File: config.mk
export PLATFORM = sky130hd
export DESIGN_NAME = mmul_ctrl
export DESIGN_NICKNAME = d
export VERILOG_FILES = /design/src/rtl/core/mmul_pkg.sv /design/src/rtl/core/mmul_ctrl.sv
export SDC_FILE = /design/constraint.sdc
export NUM_CORES = 1
export LEC_CHECK = 0
export BUFFER_PORTS_ARGS = -buffer_cell sky130_fd_sc_hd__buf_2
export CAP_MARGIN = 20
export CORE_MARGIN = 1
export CORE_UTILIZATION = 39
export CTS_CLUSTER_DIAMETER = 150
export DETAILED_ROUTE_END_ITERATION = 8
export PLACE_DENSITY = 0.68
export SLEW_MARGIN = 20
export SYNTH_ARGS = -nofsm -noshare
export SYNTH_HDL_FRONTEND = slang
export SYNTH_SLANG_ARGS = --single-unit
File: constraint.sdc
create_clock -name clock -period 2.55 [get_ports clock]
set_input_delay 0.6375 -clock clock [delete_from_list [all_inputs] [get_ports clock]]
set_output_delay 0.6375 -clock clock [all_outputs]
set_load 0.03 [all_outputs]
File: src/rtl/core/mmul_pkg.sv
`timescale 1ns / 1ps

package mmul_pkg;

   // Defaults for the top-level parameters.
   localparam int MAX_DIM_DEFAULT   = 8;
   localparam int FRAC_BITS_DEFAULT = 16;

   // Fixed field widths of the channels.
   localparam int OP_W     = 2;
   localparam int IDX_W    = 3;
   localparam int VAL_W    = 32;
   localparam int CFG_W    = 4;
   localparam int CSR_IDX_W = 2;
   localparam int REQ_DATA_W = 40;
   localparam int RSP_DATA_W = 40;
   localparam int REQ_PAD_W  = REQ_DATA_W - 2 * IDX_W - VAL_W;
   localparam int RSP_PAD_W  = RSP_DATA_W - 2 * IDX_W - VAL_W;

   localparam logic [CFG_W-1:0] DIM_RESET = CFG_W'(4);

   typedef enum logic [OP_W-1:0] {
      OP_LOAD_A  = 2'd0,
      OP_LOAD_B  = 2'd1,
      OP_COMPUTE = 2'd2,
      OP_NONE    = 2'd3
   } op_type;

   typedef enum logic [CSR_IDX_W-1:0] {
      REG_ROWS_A    = 2'd0,
      REG_INNER_DIM = 2'd1,
      REG_COLS_B    = 2'd2,
      REG_UNUSED    = 2'd3
   } csr_index_type;

   // Travels with each store read through the multiply-accumulate pipeline.
   typedef struct packed {
      logic             first;
      logic             last_k;
      logic             last_elem;
      logic [IDX_W-1:0] row;
      logic [IDX_W-1:0] col;
   } tag_type;

   typedef struct packed {
      logic    wr_a;
      logic    wr_b;
      logic    rd_valid;
      tag_type tag;
   } cmd_type;

   typedef struct packed {
      logic out_free;
      logic res_done;
   } status_type;

endpackage

File: src/rtl/core/mmul_ctrl.sv
`timescale 1ns / 1ps

module mmul_ctrl #(
   parameter int MAX_DIM = 8,
   localparam int ADDR_W = (MAX_DIM * MAX_DIM > 1) ? $clog2(MAX_DIM * MAX_DIM) : 1
) (
   input  logic                            clock,
   input  logic                            reset,
   input  logic                            req_tvalid,
   output logic                            req_tready,
   input  logic [mmul_pkg::OP_W-1:0]       req_op,
   input  logic                            csr_we,
   input  logic [mmul_pkg::CSR_IDX_W-1:0]  csr_index,
   input  logic [mmul_pkg::CFG_W-1:0]      csr_wdata,
   input  mmul_pkg::status_type            status,
   output mmul_pkg::cmd_type               cmd,
   output logic [ADDR_W-1:0]               a_rd_addr,
   output logic [ADDR_W-1:0]               b_rd_addr
);

   import mmul_pkg::*;

   localparam int DIM_W = (MAX_DIM > 1) ? $clog2(MAX_DIM) : 1;

   typedef enum logic [3:0] {
      ST_IDLE  = 4'b0001,
      ST_START = 4'b0010,
      ST_ISSUE = 4'b0100,
      ST_DRAIN = 4'b1000
   } state_type;

   state_type        state_ff, state_in;
   logic [CFG_W-1:0] rows_a_ff, inner_dim_ff, cols_b_ff;
   logic [DIM_W-1:0] i_ff, i_in, j_ff, j_in, k_ff, k_in;
   logic [DIM_W-1:0] nr_m1, nk_m1, nc_m1;
   logic             req_accept;
   logic             at_last_elem;

   // A size of zero counts as one, and anything beyond the store as the store size.
   function automatic logic [DIM_W-1:0] dim_last(input logic [CFG_W-1:0] v);
      int n;
      n = int'(v);
      if (n == 0) begin
         n = 1;
      end
      if (n > MAX_DIM) begin
         n = MAX_DIM;
      end
      return DIM_W'(n - 1);
   endfunction

   assign nr_m1 = dim_last(rows_a_ff);
   assign nk_m1 = dim_last(inner_dim_ff);
   assign nc_m1 = dim_last(cols_b_ff);

   assign req_tready   = (state_ff == ST_IDLE);
   assign req_accept   = req_tvalid && req_tready;
   assign at_last_elem = (i_ff == nr_m1) && (j_ff == nc_m1);

   assign a_rd_addr = ADDR_W'(int'(i_ff) * MAX_DIM + int'(k_ff));
   assign b_rd_addr = ADDR_W'(int'(k_ff) * MAX_DIM + int'(j_ff));

   always_comb begin
      state_in = state_ff;
      i_in     = i_ff;
      j_in     = j_ff;
      k_in     = k_ff;
      cmd      = '0;
      case (state_ff)
         ST_IDLE: begin
            if (req_accept) begin
               case (op_type'(req_op))
                  OP_LOAD_A: begin
                     cmd.wr_a = 1'b1;
                  end
                  OP_LOAD_B: begin
                     cmd.wr_b = 1'b1;
                  end
                  OP_COMPUTE: begin
                     i_in     = '0;
                     j_in     = '0;
                     state_in = ST_START;
                  end
                  default: begin
                  end
               endcase
            end
         end
         ST_START: begin
            // Only one element is in flight, so a free output register now
            // stays free until its sum arrives.
            if (status.out_free) begin
               k_in     = '0;
               state_in = ST_ISSUE;
            end
         end
         ST_ISSUE: begin
            cmd.rd_valid      = 1'b1;
            cmd.tag.first     = (k_ff == '0);
            cmd.tag.last_k    = (k_ff == nk_m1);
            cmd.tag.last_elem = at_last_elem;
            cmd.tag.row       = IDX_W'(i_ff);
            cmd.tag.col       = IDX_W'(j_ff);
            if (k_ff == nk_m1) begin
               state_in = ST_DRAIN;
            end else begin
               k_in = k_ff + 1'b1;
            end
         end
         ST_DRAIN: begin
            if (status.res_done) begin
               if (at_last_elem) begin
                  state_in = ST_IDLE;
               end else begin
                  state_in = ST_START;
                  if (j_ff == nc_m1) begin
                     j_in = '0;
                     i_in = i_ff + 1'b1;
                  end else begin
                     j_in = j_ff + 1'b1;
                  end
               end
            end
         end
         default: begin
            state_in = ST_IDLE;
         end
      endcase
   end

   always_ff @(posedge clock) begin
      if (reset) begin
         state_ff     <= ST_IDLE;
         rows_a_ff    <= DIM_RESET;
         inner_dim_ff <= DIM_RESET;
         cols_b_ff    <= DIM_RESET;
      end else begin
         state_ff <= state_in;
         if (csr_we) begin
            case (csr_index_type'(csr_index))
               REG_ROWS_A:    rows_a_ff    <= csr_wdata;
               REG_INNER_DIM: inner_dim_ff <= csr_wdata;
               REG_COLS_B:    cols_b_ff    <= csr_wdata;
               default: begin
               end
            endcase
         end
      end
   end

   always_ff @(posedge clock) begin
      i_ff <= i_in;
      j_ff <= j_in;
      k_ff <= k_in;
   end

`ifndef NO_ASSERTIONS
   a_done_in_drain: assert property (@(posedge clock) disable iff (reset)
      status.res_done |-> state_ff == ST_DRAIN)
      else $error("result finished outside the drain state");

   a_last_to_idle: assert property (@(posedge clock) disable iff (reset)
      (status.res_done && at_last_elem) |=> state_ff == ST_IDLE)
      else $error("controller did not return to idle after the last element");

   a_k_in_range: assert property (@(posedge clock) disable iff (reset)
      cmd.rd_valid |-> k_ff <= nk_m1)
      else $error("inner index ran past the inner dimension");
`endif

endmodule

## Word level (Yosys, flattened, before mapping)

Index checks and enable logic that the tools add are counted.

- Reductions and logical operators: 17
- $add $sub $neg: 8
- Muxes and demuxes: 31
- Equal/unequal tests: 19
- Magnitude comparators: 3

Operator list:

| cell | count |
|---|---|
| $mux W3 | 13 |
| $mux W4 | 8 |
| $pmux W3 S2 | 3 |
| $pmux W4 S4 | 1 |
| $add A6 B3 Y6 | 2 |
| $gt A4 B4 Y1 const B | 3 |
| $logic_not A4 Y1 | 3 |
| $ne A2 B2 Y1 const B | 6 |
| $mux W10 | 1 |
| $reduce_and A5 Y1 | 2 |
| $add A3 B1 Y3 const B | 3 |
| $eq A3 B3 Y1 | 3 |
| $sub A3 B2 Y3 const B | 3 |
| $mux W2 | 3 |
| $reduce_and A2 Y1 | 3 |
| $reduce_and A6 Y1 | 1 |
| $eq A2 B1 Y1 const B | 2 |
| $eq A2 B2 Y1 const B | 2 |
| $eq A4 B1 Y1 const B | 1 |
| $eq A4 B2 Y1 const B | 1 |
| $eq A4 B3 Y1 const B | 1 |
| $eq A4 B4 Y1 const B | 1 |
| $logic_not A2 Y1 | 2 |
| $ne A2 B1 Y1 const B | 2 |
| other kinds (5) | 8 |

- Input port bits: 14
- Output and inout bits: 25
- Logic and storage cells: 85
- Flip-flop bits (word level): 25

## Depth between registers and ports, before layout

Gate-level depths: netlist of run 1.

- Depth after elaboration: 10
- Mapped depth: 8
- Depth with buffers taken out: 8

## Least setup slack after synthesis of run 1

Ideal clock, no wire load.

- Path kind: flip-flop to output port
- Start point: register cols_b_ff[1]
- End point: output port cmd[6] in the netlist's numbering
- Arrival time: 2.326 ns
- Data required time: 1.913 ns
- Cell stages (with the launch flop): 8
- Path buffers: 0
- Setup slack: -0.413 ns
- Cells stage by stage: dfxtp_1 -> o21bai_2 -> nand2_1 -> ha_1 -> xnor2_1 -> a31oi_4 -> nand3_2 -> nor4_1

RTL lines:

| element | RTL line | text |
|---|---|---|
| start, declared | mmul_ctrl.sv:33 | `logic [CFG_W-1:0] rows_a_ff, inner_dim_ff, cols_b_ff;` |
| start signal, assigned | mmul_ctrl.sv:143 | `REG_COLS_B: cols_b_ff <= csr_wdata;` |
| end, declared | mmul_ctrl.sv:16 | `output mmul_pkg::cmd_type cmd,` |

==> results.ini, run 1 <==
[run_status]
outcome=finished with violations
failed_checks=negative setup slack

[final_layout]
diodes=0
final-seq-area_um2=598
final_area_um2=2060
num-fill-cells=338
area.growth.synth_to_final_pct=30.8
drive_above_1_share=0.416
multiInputGateArea_um2=1040
fin_nets=231

[cts]
htreeDepth=1
cts_num_sinks=25
clock_path_buffers=2
tritoncts=built
hold_buffers=0
clkLatencyLatePin_ns=0.27
cts_root_buffer=clkbuf_8
numCtsBuffers=3
clk_pin_slew_ns=0.09

[timing]
slew_headroom=0.684
clock.fmax_mhz=387
slew_violations=0
fin_crit_sh=1.01
rsz0062_at_grt=yes
fin_ws_ns=-0.0332
setup_viol=1
tightest_slew_ns=0.472
hold_viol=0
skew_ns=0.00427
period_needed_ns=2.58

[synth]
ys_dominant_reg_cell=dfxtp_1
synth_top_area_cell=dfxtp_1
synth_cell_types=48
synth_seq_cells=25
synth.most_common_cell=nor2_1
synth_area_um2=1580
synth_nets=180
netlist_instances=159
synth_seq_area_share=0.374
synth_edf_count=9
synth.area.top_cells=dfxtp_1, edfxtp_1, mux2i_1
synth_top_area_frac=0.203
ys_async_sr_fraction=0
synthTopCellsByCount=nor2_1, dfxtp_1, mux2i_1
ys.warnings.count=0
syn_avg_cell_area_um2=9.92

[worst_setup_path]
critPathMaxStageDelay_ns=0.35
crit_family=simple AND/OR/NAND/NOR gates
end_kind=primary output
crit_required_ns=1.91
ff2ff_setup_slack_ns=0.23
crit_path_max_fanout=2
reg2reg_to=i_ff[0]
critPathKind=reg2out
startpoint_type=register
crit_chain=o21bai_4 > nand2_2 > ha_4 > xnor2_4 > a31oi_4 > nand3_2 > nor4_2 > buf_4
arrival_ns=1.95
timing.rr.start=cols_b_ff[2]
r2r_cells=10
cp_num_buf_inv=1
slowest_stage=dfxtp_2

[floorplan]
dieWidth_um=65.6
dieArea_um2=4300
fp.dieH_um=65.6
coreArea_um2=3770
io_pins=39
start_util=0.418
num_rows=22

[placed_design]
placed_cell_area_um2=1830
gp_congestion=0.752
port_buffers=38
dp_hpwl_um=2380

[power]
p_per_area_nw_per_um2=563
finalPower_mw=1.16
leakage_nw=0.893
vdd.ir_drop.worst_mv=0.359

[grt]
grt_max_degree=16
grt_pass1_vias=1123
grt.overflow.total=0
grt_usage=0.154
grt_pass1_wl_um=5160
antenna_found_initial=0

[drt]
dr.pass1.iters=6
drc_errors=0
avgViaCountPerCell=5.04
routedWlPerCell_um=12.6
wirelength_um=3230
vias=1296
drt_iter0_drc=44
drtAntennaViolNets=0

[worst_hold_path]
hold_class=reg2reg
hold_path.startpoint=rows_a_ff[2]
hold_path_end=rows_a_ff[2]
holdPathStages=2

[flow_run]
maxCapViolCount=0

[sequential cells by signal (all words and copies together), names as in the netlist]
register / count
rows_a_ff: 4
cols_b_ff: 4
state_ff: 4
i_ff: 3
j_ff: 3
inner_dim_ff: 4
k_ff: 3
[cells by family (layout without fill, tap and decap cells)]
group | Yosys count | count (layout) | share of synthesized area
simple gates | 63 | 63 | 0.232
compound gates | 26 | 26 | 0.138
flops | 25 | 25 | 0.374
xor+xnor | 14 | 14 | 0.0872
mux | 12 | 12 | 0.0761
buf+inv | 12 | 62 | 0.0365
fa+ha+maj | 7 | 7 | 0.0555
[worst max-delay path by stage]
stage / startpoint / end / slack [ns] / cells after the start
detailed placement: cols_b_ff[1] / cmd[6] / 0.13 / 8
global placement: cols_b_ff[1] / cmd[6] / 0.14 / 8
finish: cols_b_ff[2] / cmd[6] / -0.03 / 8
floorplan: cols_b_ff[1] / cmd[6] / -0.08 / 7
CTS: rows_a_ff[1] / cmd[6] / -0.01 / 8
global route: cols_b_ff[2] / cmd[6] / -0.16 / 8
[through the flow]
stage / std cells / utilization / setup WS, ns / setup TNS [ns] / hold WS [ns]
global placement: 243 / 0.486 / 0.136 / 0 / 0.483
floorplan: 159 / - / -0.0839 / -0.0839 / 0.454
CTS: 255 / 0.530 / -0.0118 / -0.0118 / 0.504
finish: 257 / 0.547 / -0.0332 / -0.0332 / 0.496
global route: 257 / 0.547 / -0.161 / -0.186 / 0.517
detailed placement: 243 / 0.486 / 0.127 / 0 / 0.494
[worst reg2reg max path: cells and delay by family (launching register included)]
family / cells / cell delay (ns)
simple gates: 2 / 0.17
buf+inv: 2 / 0.29
fa+ha+maj: 1 / 0.16
xor+xnor: 2 / 0.34
compound gates: 3 / 0.67
flops: 1 / 0.35
[cell type report]
class,count,share of cell area
well taps,48,0.0291
multi-input cells,122,0.504
clock buffers,3,0.0200
inverters,7,0.0127
flip-flops and latches,25,0.290
repair buffers,51,0.142
clock inverters,1,0.00303
[cell usage in the layout, fill, tap and decap left out, types with 6 or more instances in the layout]
master / synthesis / final
edfxtp_1: 9 / 9
dfxtp_1: 16 / 10
nand2b_1: 6 / 6
dfxtp_2: 0 / 6
and2_1: 9 / 9
buf_2: 1 / 36
nor2_1: 19 / 19
nand2_1: 8 / 7
mux2i_1: 12 / 12
buf_4: 3 / 15
[repair_timing]
action                     CTS  global route
pin swaps                   10             9
cloned                       0             0
setup endpoints to repair    2             2
buffers inserted             8             2
resized for setup           14             7
[power breakdown]
| part | internal (mW) | leakage, nW | switching [mW] |
|---|---|---|---|
| Clock | 0.111 | 0.0260 | 0.121 |
| Sequential | 0.447 | 0.215 | 0.0523 |
| Combinational | 0.193 | 0.652 | 0.238 |
[metal layers]
layer	wire length [µm]	track usage	vias to the layer above
li1	-	-	661
met1	1590	0.213	610
met2	1500	0.246	23
met3	128	0.0365	2
met4	4	0.0245	0
met5	0	0	-
No activity file was read; power rests on OpenSTA's default activity.
==> run 2, diff against run 1 <==
Settings changed: MAX_ROUTING_LAYER set to met4.
==> run 2 against run 1 <==
Compared with the run above:
- the flow still finishes with violations (negative setup slack)
- maximum frequency hardly changed
- core utilization stayed put
- wire length hardly changed
- register-to-register slack hardly changed
- worst hold slack stayed put
- combinational power hardly changed
- power hardly changed
- non-clock buffer count stayed put
- via count is 0.31% higher
==> results.ini, run 2 (synthesis results as in run 1) <==
[grt]
grt_pass1_vias=1112
grt.overflow.total=0
grt_max_degree=16
grt_usage=0.160
antenna_found_initial=0
grt_pass1_wl_um=5170

[cts]
htreeDepth=1
clock_path_buffers=2
cts_root_buffer=clkbuf_8
clk_pin_slew_ns=0.09
hold_buffers=0
numCtsBuffers=3
clkLatencyLatePin_ns=0.27
tritoncts=built
cts_num_sinks=25

[timing]
clock.fmax_mhz=387
slew_headroom=0.684
hold_viol=0
fin_setup_tns_ns=-0.0332
tightest_slew_ns=0.472
slew_violations=0
setup_viol=1
rsz0062_at_grt=yes
skew_ns=0.00435
fin_ws_ns=-0.0332
period_needed_ns=2.58
fin_crit_sh=1.01

[worst_setup_path]
crit_path_max_fanout=2
crit_chain=o21bai_4 > nand2_2 > ha_4 > xnor2_4 > a31oi_4 > nand3_2 > nor4_2 > buf_4
end_kind=primary output
arrival_ns=1.95
slowest_stage=dfxtp_2
cp_num_buf_inv=1
ff2ff_setup_slack_ns=0.23
crit_required_ns=1.91
crit_family=simple AND/OR/NAND/NOR gates
critPathMaxStageDelay_ns=0.35
startpoint_type=register
critPathKind=reg2out

[placed_design]
port_buffers=38
gp_congestion=0.762
dp_slack_ns=0.127
dpl.cell_count=243
dp_hpwl_um=2380

[drt]
vias=1300
dr.pass1.iters=6
drt_iter0_drc=42
avgViaCountPerCell=5.06
routedWlPerCell_um=12.6
drc_errors=0
wirelength_um=3230
drtAntennaViolNets=0

[floorplan]
dieArea_um2=4300
io_pins=39
dieWidth_um=65.6
coreArea_um2=3770
fp.dieH_um=65.6
num_rows=22
start_util=0.418

[final_layout]
final-seq-area_um2=598
layout_commonest_cell=buf_2
area.growth.synth_to_final_pct=30.8
diodes=0
num-fill-cells=338
mostFrequentLayoutCells=buf_2, nor2_1, buf_4, mux2i_1, dfxtp_1
fin_cells=257
drive_above_1_share=0.416
multiInputGateArea_um2=1040
fin_nets=231
post-route-util=0.547

[worst_hold_path]
hold_class=reg2reg

[power]
p_per_area_nw_per_um2=563
finalPower_mw=1.16
leakage_nw=0.893
vdd.ir_drop.worst_mv=0.358

[flow_run]
maxCapViolCount=0

[run_status]
outcome=finished with violations
failed_checks=negative setup slack

-- run 2: cell counts in the layout (fill, tap and decap cells not counted) --
No cell type changed its count.
-- run 2: what timing repair did --
item | 4_1_cts | 5_1_grt
cloned | 0 | 0
pin swaps | 10 | 9
setup buffers | 8 | 2
endpoints found under the hold margin | 0 | 0
setup endpoints to repair | 2 | 2
gates resized for setup | 14 | 7
-- run 2: worst register-to-register path: cells and delay by family, from the launching register on --
family | cells | cell delay, ns
buffers and inverters | 2 | 0.29
AND/OR/NAND/NOR | 2 | 0.17
flip-flops | 1 | 0.35
AO/OA/AOI/OAI | 3 | 0.67
adder cells (fa/ha/maj) | 1 | 0.16
XOR/XNOR | 2 | 0.34
-- run 2: path summary, 6_finish.rpt --
path	from	to	cells after the start
setup / recovery	cols_b_ff[2]	cmd[6]	8
hold reg to reg	rows_a_ff[2]	rows_a_ff[2]	2
setup reg to reg	cols_b_ff[2]	i_ff[0]	10
hold / removal	rows_a_ff[2]	rows_a_ff[2]	2
-- run 2: power breakdown --
part | switching [mW] | internal, mW | leakage (nW) | total [mW]
Combinational | 0.238 | 0.193 | 0.652 | 0.431
Sequential | 0.0522 | 0.447 | 0.215 | 0.499
Clock | 0.121 | 0.111 | 0.0260 | 0.232
Total | 0.411 | 0.751 | 0.893 | 1.16
-- run 2: per-stage QoR --
| step | hold slack (ns) | area [µm²] |
|---|---|---|
| after floorplan | 0.454 | 1590 |
| after global placement | 0.483 | 1830 |
| after detailed placement | 0.494 | 1830 |
| after CTS | 0.504 | 2000 |
| after global routing | 0.517 | 2060 |
| final | 0.496 | 2060 |
-- run 2: final cells by class --
cell class	instances	share of cell area
multi-input combinational	122	0.504
timing repair buffer	51	0.142
tap	48	0.0291
sequential	25	0.290
clock buffer	3	0.0200
clock inverter	1	0.00303
inverter	7	0.0127
-- run 2: metal layers --
layer  up-vias  routed length, µm  global-route usage
li1        661                  -                   -
met5         -                  0                   -
met1       614               1590               0.213
met3         2                128              0.0417
met4         0                  4              0.0245
met2        23               1510               0.246
